### src/sv/saw_arq_pkg.sv
// shared constants, codes and the crc byte step of the arq framer
// no dependencies
`default_nettype none
package saw_arq_pkg;

  localparam int QUEUE_DEPTH = 8;
  localparam int MAX_FRAME   = 32;
  localparam int SLOT_W      = $clog2(QUEUE_DEPTH);
  localparam int IDX_W       = $clog2(MAX_FRAME);
  localparam int LEN_W       = IDX_W + 1;
  localparam int ADDR_W      = SLOT_W + IDX_W;
  localparam int CNT_W       = $clog2(QUEUE_DEPTH + 1);
  localparam int BUILD_MAX   = MAX_FRAME - 6;

  localparam logic [15:0] CRC_INIT = 16'hFFFF;
  localparam logic [15:0] CRC_POLY = 16'hA001;
  localparam logic [15:0] TIMEOUT_RST = 16'd5000;
  localparam logic [3:0]  RETRY_RST   = 4'd5;

  localparam logic [2:0] REQ_PAYLOAD = 3'd0;
  localparam logic [2:0] REQ_FRAME   = 3'd1;
  localparam logic [2:0] REQ_TICK    = 3'd2;
  localparam logic [2:0] REQ_CLOSE   = 3'd3;
  localparam logic [2:0] REQ_CLEAR   = 3'd4;

  localparam logic [2:0] KIND_TX     = 3'd0;
  localparam logic [2:0] KIND_ANS    = 3'd1;
  localparam logic [2:0] KIND_ERR    = 3'd2;
  localparam logic [2:0] KIND_RESENT = 3'd3;
  localparam logic [2:0] KIND_DROP   = 3'd4;

  localparam logic CFG_TIMEOUT = 1'b0;
  localparam logic CFG_RETRY   = 1'b1;

  // crc-16/modbus over one byte, lsb first
  function automatic logic [15:0] crc_step(input logic [15:0] c, input logic [7:0] b);
    logic [15:0] r;
    r = c ^ {8'h00, b};
    for (int i = 0; i < 8; i++) begin
      r = r[0] ? ((r >> 1) ^ CRC_POLY) : (r >> 1);
    end
    return r;
  endfunction

endpackage
`default_nettype wire

### src/sv/stop_and_wait_arq_framer.sv
// stop-and-wait arq sender: frame builder, crc walker, send queue, ack check
// depends on saw_arq_pkg
//
// channel   dir  handshake             contents
// s_axis    in   tvalid/tready         tuser req_type, tdata data_byte, tlast last
// m_axis    out  tvalid/tready         tuser kind, tdata byte+queued_frames, tlast
// cfg       in   cfg_we_i              cfg_idx_i register, cfg_data_i value
//
// bytes that do not end a payload or frame leave the sequencer idle; ready stays high
// a payload end holds the input through the header write, the crc walk over the
// frame store read port, the crc write and, if none was awaiting, the transmission
// a received frame end holds the input for crc walk, id check and output bytes
// reset clears state, queue pointers and flags; memories hold garbage until written
// output stalls hold the sequencer; the input is not ready while it works
`default_nettype none
module stop_and_wait_arq_framer (
  input  wire logic        clk_i,
  input  wire logic        rst_ni,
  input  wire logic        s_axis_tvalid,
  output logic             s_axis_tready,
  input  wire logic [7:0]  s_axis_tdata,   // [7:0] data_byte
  input  wire logic [2:0]  s_axis_tuser,   // [2:0] req_type
  input  wire logic        s_axis_tlast,
  output logic             m_axis_tvalid,
  input  wire logic        m_axis_tready,
  output logic [15:0]      m_axis_tdata,   // [7:0] data_byte_res, [11:8] queued_frames
  output logic [2:0]       m_axis_tuser,   // [2:0] kind
  output logic             m_axis_tlast,
  input  wire logic        cfg_we_i,
  input  wire logic        cfg_idx_i,
  input  wire logic [15:0] cfg_data_i
);
  import saw_arq_pkg::*;

  localparam logic [3:0] ST_IDLE    = 4'd0;
  localparam logic [3:0] ST_HDR     = 4'd1;
  localparam logic [3:0] ST_CRC_RD  = 4'd2;
  localparam logic [3:0] ST_CRC_USE = 4'd3;
  localparam logic [3:0] ST_CRC_WR  = 4'd4;
  localparam logic [3:0] ST_ID_RD   = 4'd5;
  localparam logic [3:0] ST_ID_USE  = 4'd6;
  localparam logic [3:0] ST_ANS_RD  = 4'd7;
  localparam logic [3:0] ST_ANS_OUT = 4'd8;
  localparam logic [3:0] ST_TX_RD   = 4'd9;
  localparam logic [3:0] ST_TX_OUT  = 4'd10;
  localparam logic [3:0] ST_EVT     = 4'd11;

  logic [7:0]        store_mem [QUEUE_DEPTH*MAX_FRAME];
  logic [7:0]        rx_mem    [MAX_FRAME];
  logic [LEN_W-1:0]  lens_q    [QUEUE_DEPTH];

  logic [3:0]        state_q, state_d;
  logic [15:0]       timeout_q;
  logic [3:0]        retry_q;
  logic [SLOT_W-1:0] head_q, head_d, tail_q, tail_d;
  logic [CNT_W-1:0]  count_q, count_d, out_cnt_q, out_cnt_d;
  logic [15:0]       next_id_q, next_id_d, tick_q, tick_d, crc_q, crc_d;
  logic              await_q, await_d, ovf_q, ovf_d, blocked_q, blocked_d;
  logic              resend_q, resend_d, ok_q, ok_d, src_rx_q, src_rx_d;
  logic [4:0]        retries_q, retries_d;
  logic [LEN_W-1:0]  rx_len_q, rx_len_d, len_q, len_d, idx_q, idx_d;
  logic [IDX_W-1:0]  build_q, build_d;
  logic [7:0]        id0_q, id0_d, id1_q, id1_d;
  logic [2:0]        evt_q, evt_d;

  logic              m_valid_q;
  logic [2:0]        m_kind_q;
  logic [7:0]        m_byte_q;
  logic              m_last_q;
  logic [CNT_W-1:0]  m_cnt_q;

  logic [7:0]        st_rd_q, rx_rd_q;
  logic              st_we, rx_we, lens_we, out_ld, out_last;
  logic [ADDR_W-1:0] st_waddr, st_raddr;
  logic [7:0]        st_wdata, out_byte, crc_byte;
  logic [2:0]        out_kind;

  logic              acc, out_free, blk, payload_wr, rx_bad;
  logic [IDX_W-1:0]  build_n;
  logic [LEN_W-1:0]  rx_n, crc_end;
  logic [15:0]       tick_n, limit;

  assign acc        = s_axis_tvalid && s_axis_tready;
  assign out_free   = !m_valid_q || m_axis_tready;
  assign blk        = blocked_q || (count_q >= CNT_W'(QUEUE_DEPTH));
  assign payload_wr = !blk && (build_q < IDX_W'(BUILD_MAX));
  assign build_n    = build_q + (payload_wr ? IDX_W'(1) : IDX_W'(0));
  assign rx_n       = (rx_len_q < LEN_W'(MAX_FRAME)) ? rx_len_q + LEN_W'(1) : rx_len_q;
  assign rx_bad     = ovf_q || (rx_len_q >= LEN_W'(MAX_FRAME));
  assign tick_n     = tick_q + 16'd1;
  assign limit      = (timeout_q == 16'd0) ? 16'd1 : timeout_q;
  // rx walk also checks the two crc bytes; store walk stops before them
  assign crc_end    = src_rx_q ? len_q - LEN_W'(1) : len_q - LEN_W'(3);
  assign crc_byte   = src_rx_q ? rx_rd_q : st_rd_q;

  always_comb begin
    case (state_q)
      ST_ID_RD, ST_ID_USE, ST_TX_RD, ST_TX_OUT: st_raddr = {head_q, idx_q[IDX_W-1:0]};
      default:                                  st_raddr = {tail_q, idx_q[IDX_W-1:0]};
    endcase
  end

  always_comb begin
    state_d = state_q;   head_d = head_q;       tail_d = tail_q;
    count_d = count_q;   out_cnt_d = out_cnt_q; next_id_d = next_id_q;
    tick_d = tick_q;     crc_d = crc_q;         await_d = await_q;
    ovf_d = ovf_q;       blocked_d = blocked_q; resend_d = resend_q;
    ok_d = ok_q;         src_rx_d = src_rx_q;   retries_d = retries_q;
    rx_len_d = rx_len_q; len_d = len_q;         idx_d = idx_q;
    build_d = build_q;   id0_d = id0_q;         id1_d = id1_q;
    evt_d = evt_q;
    st_we = 1'b0; st_waddr = {tail_q, IDX_W'(4) + build_q}; st_wdata = s_axis_tdata;
    rx_we = 1'b0; lens_we = 1'b0;
    out_ld = 1'b0; out_kind = KIND_TX; out_byte = 8'h00; out_last = 1'b1;
    case (state_q)
      ST_IDLE: begin
        if (acc) begin
          case (s_axis_tuser)
            REQ_PAYLOAD: begin
              st_we     = payload_wr;
              build_d   = build_n;
              blocked_d = blk;
              if (s_axis_tlast) begin
                build_d   = '0;
                blocked_d = 1'b0;
                if (blk) begin
                  evt_d     = KIND_DROP;
                  out_cnt_d = count_q;
                  state_d   = ST_EVT;
                end else begin
                  len_d   = LEN_W'(build_n) + LEN_W'(6);
                  idx_d   = '0;
                  state_d = ST_HDR;
                end
              end
            end
            REQ_FRAME: begin
              rx_we    = !rx_bad;
              rx_len_d = rx_n;
              ovf_d    = rx_bad;
              if (s_axis_tlast) begin
                rx_len_d = '0;
                ovf_d    = 1'b0;
                if (!rx_bad && rx_n >= LEN_W'(6) && await_q && count_q != '0) begin
                  len_d    = rx_n;
                  idx_d    = '0;
                  crc_d    = CRC_INIT;
                  ok_d     = 1'b1;
                  src_rx_d = 1'b1;
                  state_d  = ST_CRC_RD;
                end
              end
            end
            REQ_TICK: begin
              if (await_q) begin
                if (tick_n < limit) begin
                  tick_d = tick_n;
                end else begin
                  tick_d    = '0;
                  out_cnt_d = count_q;
                  if (retries_q > {1'b0, retry_q} || count_q == '0) begin
                    await_d   = 1'b0;
                    retries_d = '0;
                    evt_d     = KIND_ERR;
                    state_d   = ST_EVT;
                  end else begin
                    retries_d = retries_q + 5'd1;
                    resend_d  = 1'b1;
                    idx_d     = '0;
                    state_d   = ST_TX_RD;
                  end
                end
              end
            end
            REQ_CLOSE: begin
              await_d = 1'b0; retries_d = '0; tick_d = '0;
            end
            REQ_CLEAR: begin
              head_d = '0; tail_d = '0; count_d = '0;
              build_d = '0; blocked_d = 1'b0;
              await_d = 1'b0; retries_d = '0; tick_d = '0;
            end
            default: ;
          endcase
        end
      end
      ST_HDR: begin
        st_we    = 1'b1;
        st_waddr = {tail_q, idx_q[IDX_W-1:0]};
        case (idx_q[1:0])
          2'd0:    st_wdata = next_id_q[7:0];
          2'd1:    st_wdata = next_id_q[15:8];
          2'd2:    st_wdata = 8'(len_q);
          default: st_wdata = 8'h00;
        endcase
        idx_d = idx_q + LEN_W'(1);
        if (idx_q == LEN_W'(3)) begin
          idx_d    = '0;
          crc_d    = CRC_INIT;
          src_rx_d = 1'b0;
          state_d  = ST_CRC_RD;
        end
      end
      ST_CRC_RD: state_d = ST_CRC_USE;
      ST_CRC_USE: begin
        if (idx_q < len_q - LEN_W'(2)) begin
          crc_d = crc_step(crc_q, crc_byte);
          if (idx_q == LEN_W'(0)) id0_d = crc_byte;
          if (idx_q == LEN_W'(1)) id1_d = crc_byte;
        end else if (crc_byte != ((idx_q == len_q - LEN_W'(2)) ? crc_q[7:0] : crc_q[15:8])) begin
          ok_d = 1'b0;
        end
        idx_d   = idx_q + LEN_W'(1);
        state_d = ST_CRC_RD;
        if (idx_q == crc_end) begin
          idx_d = '0;
          if (!src_rx_q)  state_d = ST_CRC_WR;
          else if (ok_d)  state_d = ST_ID_RD;
          else            state_d = ST_IDLE;
        end
      end
      ST_CRC_WR: begin
        st_we    = 1'b1;
        st_waddr = {tail_q, IDX_W'(len_q - LEN_W'(2) + idx_q)};
        st_wdata = idx_q[0] ? crc_q[15:8] : crc_q[7:0];
        idx_d    = LEN_W'(1);
        if (idx_q[0]) begin
          lens_we   = 1'b1;
          next_id_d = next_id_q + 16'd1;
          tail_d    = tail_q + SLOT_W'(1);
          count_d   = count_q + CNT_W'(1);
          state_d   = ST_IDLE;
          if (!await_q) begin
            await_d   = 1'b1;
            tick_d    = '0;
            out_cnt_d = count_q + CNT_W'(1);
            resend_d  = 1'b0;
            idx_d     = '0;
            state_d   = ST_TX_RD;
          end
        end
      end
      ST_ID_RD: state_d = ST_ID_USE;
      ST_ID_USE: begin
        if (st_rd_q != (idx_q[0] ? id1_q : id0_q)) begin
          state_d = ST_IDLE;
        end else if (idx_q[0]) begin
          retries_d = '0;
          tick_d    = '0;
          head_d    = head_q + SLOT_W'(1);
          count_d   = count_q - CNT_W'(1);
          out_cnt_d = count_q - CNT_W'(1);
          if (len_q > LEN_W'(6)) begin
            idx_d   = LEN_W'(4);
            state_d = ST_ANS_RD;
          end else if (count_q != CNT_W'(1)) begin
            resend_d = 1'b0;
            idx_d    = '0;
            state_d  = ST_TX_RD;
          end else begin
            await_d = 1'b0;
            state_d = ST_IDLE;
          end
        end else begin
          idx_d   = LEN_W'(1);
          state_d = ST_ID_RD;
        end
      end
      ST_ANS_RD: state_d = ST_ANS_OUT;
      ST_ANS_OUT: begin
        if (out_free) begin
          out_ld   = 1'b1;
          out_kind = KIND_ANS;
          out_byte = rx_rd_q;
          out_last = (idx_q == len_q - LEN_W'(3));
          idx_d    = idx_q + LEN_W'(1);
          state_d  = ST_ANS_RD;
          if (out_last) begin
            if (count_q != '0) begin
              resend_d = 1'b0;
              idx_d    = '0;
              state_d  = ST_TX_RD;
            end else begin
              await_d = 1'b0;
              state_d = ST_IDLE;
            end
          end
        end
      end
      ST_TX_RD: state_d = ST_TX_OUT;
      ST_TX_OUT: begin
        if (out_free) begin
          out_ld   = 1'b1;
          out_kind = KIND_TX;
          out_byte = st_rd_q;
          out_last = (idx_q == lens_q[head_q] - LEN_W'(1));
          idx_d    = idx_q + LEN_W'(1);
          state_d  = ST_TX_RD;
          if (out_last) begin
            evt_d   = KIND_RESENT;
            state_d = resend_q ? ST_EVT : ST_IDLE;
          end
        end
      end
      ST_EVT: begin
        if (out_free) begin
          out_ld   = 1'b1;
          out_kind = evt_q;
          state_d  = ST_IDLE;
        end
      end
      default: state_d = ST_IDLE;
    endcase
  end

  assign s_axis_tready = (state_q == ST_IDLE);

  // frame store and receive buffer, registered reads
  always_ff @(posedge clk_i) begin
    if (st_we) store_mem[st_waddr] <= st_wdata;
    st_rd_q <= store_mem[st_raddr];
  end

  always_ff @(posedge clk_i) begin
    if (rx_we) rx_mem[rx_len_q[IDX_W-1:0]] <= s_axis_tdata;
    rx_rd_q <= rx_mem[idx_q[IDX_W-1:0]];
  end

  always_ff @(posedge clk_i) begin
    if (lens_we) lens_q[tail_q] <= len_q;
  end

  always_ff @(posedge clk_i) begin
    crc_q <= crc_d; len_q <= len_d; idx_q <= idx_d;
    id0_q <= id0_d; id1_q <= id1_d; evt_q <= evt_d;
    if (out_ld) begin
      m_kind_q <= out_kind;
      m_byte_q <= out_byte;
      m_last_q <= out_last;
      m_cnt_q  <= out_cnt_q;
    end
  end

  always_ff @(posedge clk_i or negedge rst_ni) begin
    if (!rst_ni) begin
      state_q   <= ST_IDLE;
      timeout_q <= TIMEOUT_RST;
      retry_q   <= RETRY_RST;
      head_q    <= '0;
      tail_q    <= '0;
      count_q   <= '0;
      out_cnt_q <= '0;
      next_id_q <= '0;
      tick_q    <= '0;
      await_q   <= 1'b0;
      ovf_q     <= 1'b0;
      blocked_q <= 1'b0;
      resend_q  <= 1'b0;
      ok_q      <= 1'b0;
      src_rx_q  <= 1'b0;
      retries_q <= '0;
      rx_len_q  <= '0;
      build_q   <= '0;
      m_valid_q <= 1'b0;
    end else begin
      state_q   <= state_d;
      head_q    <= head_d;
      tail_q    <= tail_d;
      count_q   <= count_d;
      out_cnt_q <= out_cnt_d;
      next_id_q <= next_id_d;
      tick_q    <= tick_d;
      await_q   <= await_d;
      ovf_q     <= ovf_d;
      blocked_q <= blocked_d;
      resend_q  <= resend_d;
      ok_q      <= ok_d;
      src_rx_q  <= src_rx_d;
      retries_q <= retries_d;
      rx_len_q  <= rx_len_d;
      build_q   <= build_d;
      if (out_ld)             m_valid_q <= 1'b1;
      else if (m_axis_tready) m_valid_q <= 1'b0;
      if (cfg_we_i) begin
        if (cfg_idx_i == CFG_TIMEOUT) timeout_q <= cfg_data_i;
        if (cfg_idx_i == CFG_RETRY)   retry_q   <= cfg_data_i[3:0];
      end
    end
  end

  assign m_axis_tvalid = m_valid_q;
  assign m_axis_tuser  = m_kind_q;
  assign m_axis_tlast  = m_last_q;
  assign m_axis_tdata  = {{(8 - CNT_W){1'b0}}, m_cnt_q, m_byte_q};

endmodule
`default_nettype wire

### config.mk
export PLATFORM = sky130hd
export DESIGN_NAME = stop_and_wait_arq_framer
export DESIGN_NICKNAME = d
export VERILOG_FILES = /design/src/sv/saw_arq_pkg.sv /design/src/sv/stop_and_wait_arq_framer.sv
export SDC_FILE = /design/constraint.sdc
export NUM_CORES = 2
export LEC_CHECK = 0
export BUFFER_PORTS_ARGS = -buffer_cell sky130_fd_sc_hd__clkbuf_2
export CORE_MARGIN = 8
export CORE_UTILIZATION = 40
export CTS_BUF_LIST = sky130_fd_sc_hd__clkbuf_2
export DETAILED_ROUTE_END_ITERATION = 8
export GPL_ROUTABILITY_DRIVEN = 0
export PLACE_DENSITY = 0.6
export REMOVE_ABC_BUFFERS = 1
export SYNTH_ARGS = -nofsm -noshare
export SYNTH_HDL_FRONTEND = slang
export SYNTH_SLANG_ARGS = --single-unit
### constraint.sdc
create_clock -name clk_i -period 18.4 [get_ports clk_i]
set_clock_uncertainty 0.2 [all_clocks]
set_input_delay 2.76 -clock clk_i [delete_from_list [all_inputs] [get_ports clk_i]]
set_output_delay 2.76 -clock clk_i [all_outputs]
set_load 0.01 [all_outputs]
# --- Yosys cells after proc, flatten, opt, wreduce, memory -nomap -nowiden ---
# Memory sizes are Yosys's and may differ from the RTL's. A register that Yosys moved wholly into a read port is not among the register bits.
# Index checks and enable logic that the tools add are counted.
word_totals:
  regBits: 156
  mem_bits_rw: 2352
  in_bits: 34
  wordCells: 397
  n_memories: 3
memory_table:
  columns: ["memory", "depth", "width", "read_ports", "rd_clocked_by_memory_dff", "write_ports", "line", "source"]
  rows:
  - ["store_mem", 256, 8, 1, 1, 1, "stop_and_wait_arq_framer.sv:48", "logic [7:0] store_mem [QUEUE_DEPTH*MAX_FRAME];"]
  - ["rx_mem", 32, 8, 1, 1, 1, "stop_and_wait_arq_framer.sv:49", "logic [7:0] rx_mem [MAX_FRAME];"]
  - ["lens_q", 8, 6, 1, 0, 1, "stop_and_wait_arq_framer.sv:50", "logic [LEN_W-1:0] lens_q [QUEUE_DEPTH];"]
op_classes:
  add_sub_neg: 17
  order_cmp: 9
  n_eq_ne: 68
  n_mux: 202
  bitwise: 10
  n_reduce_logical: 58
ops:
  columns: ["cell", "count"]
  rows:
  - ["$mux W16", 22]
  - ["$mux W6", 25]
  - ["$mux W4", 33]
  - ["$pmux W16 S3", 2]
  - ["$mux W1", 59]
  - ["$mux W8", 7]
  - ["$mux W3", 17]
  - ["$pmux W4 S12", 1]
  - ["$ne A2 B2 Y1 const B", 22]
  - ["$pmux W6 S7", 1]
  - ["$pmux W5 S2", 4]
  - ["$pmux W4 S3", 3]
  - ["$mux W5", 7]
  - ["$add A16 B1 Y16 const B", 2]
  - ["$pmux W16 S2", 1]
  - ["$pmux W8 S2", 2]
  - ["$pmux W3 S2", 5]
  - ["$ne A3 B3 Y1 const B", 9]
  - ["$eq A6 B6 Y1", 4]
  - ["$not A2 Y3", 8]
  - ["$pmux W8 S3", 1]
  - ["$reduce_and A11 Y1", 2]
  - ["$reduce_and A7 Y1", 3]
  - ["$pmux W6 S3", 1]
  - ["other kinds (70)", 123]

# --- Logic depth before layout (Yosys ltp) ---
logic_depth:
  word_depth: 20
  ltp_mapped: 17

# --- Worst setup path after synthesis ---
# Ideal clock, no wire load.
synth_timing:
  kind: "register -> register"
  from: "register idx_q[0]"
  to: "memory store_mem[0][4] (data pin)"
  t_arrival_ps: 12063
  t_required_ps: 16013
  slack_ps: 3950
  stages_incl_launch_ff: 10
  path_cell_list: "edfxtp_1 buf_4 buf_6 buf_2 buf_2 buf_2 buf_1 clkbuf_1 mux2i_1 o21ai_0"
synth_via:
  elab_chain_cells: 3
synth_lines:
  columns: ["item", "line", "source"]
  rows:
  - ["start: declaration", "stop_and_wait_arq_framer.sv:61", "logic [LEN_W-1:0] rx_len_q, rx_len_d, len_q, len_d, idx_q, idx_d;"]
  - ["start signal: assignment", "stop_and_wait_arq_framer.sv:334", "crc_q <= crc_d; len_q <= len_d; idx_q <= idx_d;"]
  - ["$eq A2 B2 Y1, or another cell as far along", "stop_and_wait_arq_framer.sv:190", "case (idx_q[1:0])"]
  - ["$pmux W8 S3", "stop_and_wait_arq_framer.sv:190", null]
  - ["$pmux W8 S2 (*)", "stop_and_wait_arq_framer.sv:115", "case (state_q)"]
  - ["net st_wdata[4]", "stop_and_wait_arq_framer.sv:75", "logic [7:0] st_wdata, out_byte, crc_byte;"]
  - ["end: declaration", "stop_and_wait_arq_framer.sv:48", null]
# The timed path passes the listed nets; every way through them passes the cells marked *.

# --- Worst setup path after layout ---
layout_timing:
  from: "register state_q[0]"
  to: "output port s_axis_tready"
layout_via:
  elab_chain_cells: 1
layout_lines:
  columns: ["item", "line", "source"]
  rows:
  - ["start: declaration", "stop_and_wait_arq_framer.sv:52", "logic [3:0] state_q, state_d;"]
  - ["start signal: assignment", "stop_and_wait_arq_framer.sv:366", "state_q <= state_d;"]
  - ["$logic_not A4 Y1", "stop_and_wait_arq_framer.sv:316", "assign s_axis_tready = (state_q == ST_IDLE);"]
  - ["end: declaration", "stop_and_wait_arq_framer.sv:20", "output logic s_axis_tready,"]
# Every way passes these cells.

==> run summary <==
Sequential Area: 0.0752 mm²
Seq/Total Area, Yosys: 74.2%
F_max: 0.157 GHz
Worst setup SP type: flip-flop
Remaining DRCs: 0
Die Ht: 519 µm
Die ar.: 0.270 mm²
Relative slew margins: 6.47%
Synth cell types: 81
Top FF cell, synth: edfxtp_1
Leak: 35.6 nW
Compound-Gate Fraction of Synth Area: 1.85%
Post-layout net count: 5,467
Max Used Layer: met5
Final WL: 253,000 µm
Slew @ Worst Pin: 1390 ps
Gr ovfl total: 0
Per-cell routed wire length: 27.5 µm
# IOs: 56
GRT Util Overall: 18.4%
Hold Slack: 256 ps
Status: finished, final reports clean
Largest net degree at the start of global routing: 160
Post-synthesis adder-cell area fraction: 0.724%
Post-Syn Area: 0.101 mm²
Die Wd: 519 µm
Setup TNS: 0 ps
Ys Warns: 0
TritonCTS Buffers: 631
Final Setup Violations: 0
Global-route wire length before repair: 369,000 µm
ANT nets after route: 0
Post-synth EDFFs: 2,415
CTS tree: yes
Max_cap viols: 0
Main combinational cell family by area after synthesis: multiplexers
XOR/XNOR Fraction of Synth Area: 0.899%
Max clock buf depth: 4
Clock-pin slew on the worst setup and hold paths: 90 ps
Synthesized area per cell: 20.8 µm²
Clock Latency Late Sink: 1800 ps
Final Max Slew Viols: 0
FP Rows: 184
Cts hold-fix bufs: 0
#FFs+latches synth: 2,524
Mux cell area share after synthesis: 17.6%
CORE AREA: 0.252 mm²
P&R area growth vs syn: 9.66%
Critical Path End Type: output port
Root Driver: clkbuf_2
Routed wl met2: 118,000 µm
Met1 wire length: 107,000 µm
Tmin final: 6360 ps
Share of layout cells above drive strength 1: 33.4%
Critical path class: flip-flop to output port
Via Count: 51.5k
Period utilization: 34.5%
Top cell type by total area after synthesis: edfxtp_1
Multi-input logic area: 0.0249 mm²
Synth top area cells: edfxtp_1 (72%), mux4_2 (17%), dfrtp_1 (2.1%), nor2_1 (1.4%), ha_1 (0.70%)
Vias in the first global route: 52.2k
CP max FO: 19
DR pass1 iterations: 9
P per Cell Area: 141 mW/mm²
Initial antenna violation count: 15
Hold Crit Class: flip-flop to flip-flop
CTS sink cnt: 2,524
Port Buffers: 51
WP data arrival: 3400 ps
Asr flop ratio synth: 3.68%
H-tree depth: 6
Routed vias/inst: 5.61
Peak supply drop: 0.124 mV
Mapped Cells: 4,879
Setup bufs post-CTS: 0
RSZ-0062 raised after global routing: false
Top cell type's share of synthesized area: 71.6%
Crit path required time: 15,440 ps
Post-cts sizing count: 0
Fin. Hold Viols: 0
Routed met3 length: 22,400 µm
FILL cells: 21.7k
Starting DRT DRC Count: 5,735
Post-DP HPWL: 147,000 µm
Simple-Gate Fraction of Synth Area: 3.35%
Starting Density: 40.3%
==> per-stage QoR <==
| step | cell area, µm² | cells | util (%) | total power, mW | setup slack (ps) |
|---|---|---|---|---|---|
| 4_1_cts | 111000 | 9180 | 44.1 | 15.8 | 11830 |
| 6_report | 111000 | 9193 | 44.2 | 15.6 | 12040 |
| 2_1_floorplan | 100000 | 4608 | - | 12.8 | -16700 |
| 5_1_grt | 111000 | 9191 | 44.2 | 16.3 | 11640 |
| 3_3_place_gp | 106000 | 8090 | 41.9 | 12.1 | 11640 |
| 3_5_place_dp | 106000 | 8090 | 41.9 | 12.1 | 11660 |
==> metal layers <==
| metal | vias to the layer above | global-route usage, % |
|---|---|---|
| li1 | 21516 | - |
| met5 | - | 0 |
| met3 | 409 | 4.68 |
| met1 | 27120 | 26.2 |
| met2 | 2483 | 28.3 |
| met4 | 4 | 5.21 |
==> final timing paths <==
| kind | slack, ps | endpoint | cells past startpoint | from |
|---|---|---|---|---|
| min in group asynchronous | 720 | rx_len_q[5]$_DFFE_PN0P_ | 1 | rst_ni |
| worst max register to register | 12310 | st_rd_q[6]$_DFF_P_ | 8 | idx_q[1]$_DFFE_PP_ |
| worst min-delay path | 260 | m_cnt_q[2]$_DFFE_PP_ | 0 | out_cnt_q[2]$_DFFE_PN0P_ |
| worst min register to register | 260 | m_cnt_q[2]$_DFFE_PP_ | 0 | out_cnt_q[2]$_DFFE_PN0P_ |
| max in group asynchronous | 15990 | tick_q[4]$_DFFE_PN0P_ | 2 | rst_ni |
| worst max-delay path | 12040 | s_axis_tready | 4 | state_q[0]$_DFFE_PN0P_ |
==> flip-flops by register name, summed over array words and instances, names as in the netlist, 4 cells and up <==
| name | flops |
|---|---|
| store_mem | 2048 |
| rx_mem | 256 |
| lens_q | 48 |
| crc_q | 16 |
| next_id_q | 16 |
| tick_q | 16 |
| timeout_q | 16 |
| id0_q | 8 |
| id1_q | 8 |
| m_byte_q | 8 |
| rx_rd_q | 8 |
| st_rd_q | 8 |
| idx_q | 6 |
| len_q | 6 |
| rx_len_q | 6 |
| build_q | 5 |
| retries_q | 5 |
| count_q | 4 |
| m_cnt_q | 4 |
| out_cnt_q | 4 |
| retry_q | 4 |
| state_q | 4 |
==> synth_stat cells (all sizes together), types with 25 or more instances <==
| cell | count |
|---|---|
| mux2i | 41 |
| clkbuf | 164 |
| buf | 110 |
| xnor2 | 76 |
| nand3 | 44 |
| o21ai | 60 |
| xor2 | 28 |
| nand2 | 141 |
| mux4 | 747 |
| a21oi | 52 |
| dfrtp | 86 |
| ha | 57 |
| mux2 | 54 |
| nor3 | 25 |
| edfxtp | 2415 |
| inv | 58 |
| nor2 | 388 |
==> layout make-up <==
class	instances	area share, %
well taps	3348	3.77
diodes	13	0.0293
multi-input cells	2026	22.4
flip-flops and latches	2524	67.7
clock buffers	898	4.04
inverters	58	0.196
repair buffers	134	0.905
clock inverters	192	0.973
==> cell usage in the layout, fill, tap and decap left out, types with 13 or more instances in the layout <==
cell / netlist / final
edfxtp_1: 2415 / 2415
clkbuf_2: 0 / 948
mux4_2: 747 / 747
nor2_1: 388 / 388
clkinv_1: 0 / 139
nand2_1: 141 / 127
dfrtp_1: 86 / 86
xnor2_1: 76 / 76
buf_4: 9 / 74
ha_1: 57 / 57
inv_1: 56 / 56
mux2_2: 54 / 54
o21ai_0: 60 / 52
a21oi_1: 52 / 52
nand3_1: 44 / 43
mux2i_1: 41 / 40
xor2_1: 28 / 28
nor3_1: 25 / 24
clkinv_2: 0 / 24
o22ai_1: 22 / 22
nand2b_1: 21 / 20
a22o_1: 20 / 20
and3_1: 18 / 18
dfxtp_1: 16 / 16
inv_2: 2 / 15
nor2b_1: 16 / 15
nand3b_1: 15 / 15
or3_1: 14 / 14
nand2_2: 0 / 14
diode_2: 0 / 13
==> worst max-delay path, stage by stage (launching register included) <==
cell and delay [ps]:
dfrtp_1 630, nor2_1 370, nand2_1 270, inv_2 240
clkbuf_2 180
==> cells by family after synthesis <==
family / count (synthesis)
AO/OA/AOI/OAI: 270
XOR/XNOR: 104
adder cells (fa/ha/maj): 58
buffers and inverters: 332
flip-flops: 2524
multiplexers: 842
other: 1
AND/OR/NAND/NOR: 748
==> power by group <==
| part | switching (mW) | leakage [nW] | total, mW | internal, mW |
|---|---|---|---|---|
| sequential | 0.120 | 23.1 | 6.91 | 6.79 |
| combinational | 2.92 | 8.23 | 5.02 | 2.10 |
| clock | 2.24 | 4.27 | 3.71 | 1.47 |
| total | 5.27 | 35.6 | 15.6 | 10.4 |
(Power assumes the default switching activity.)
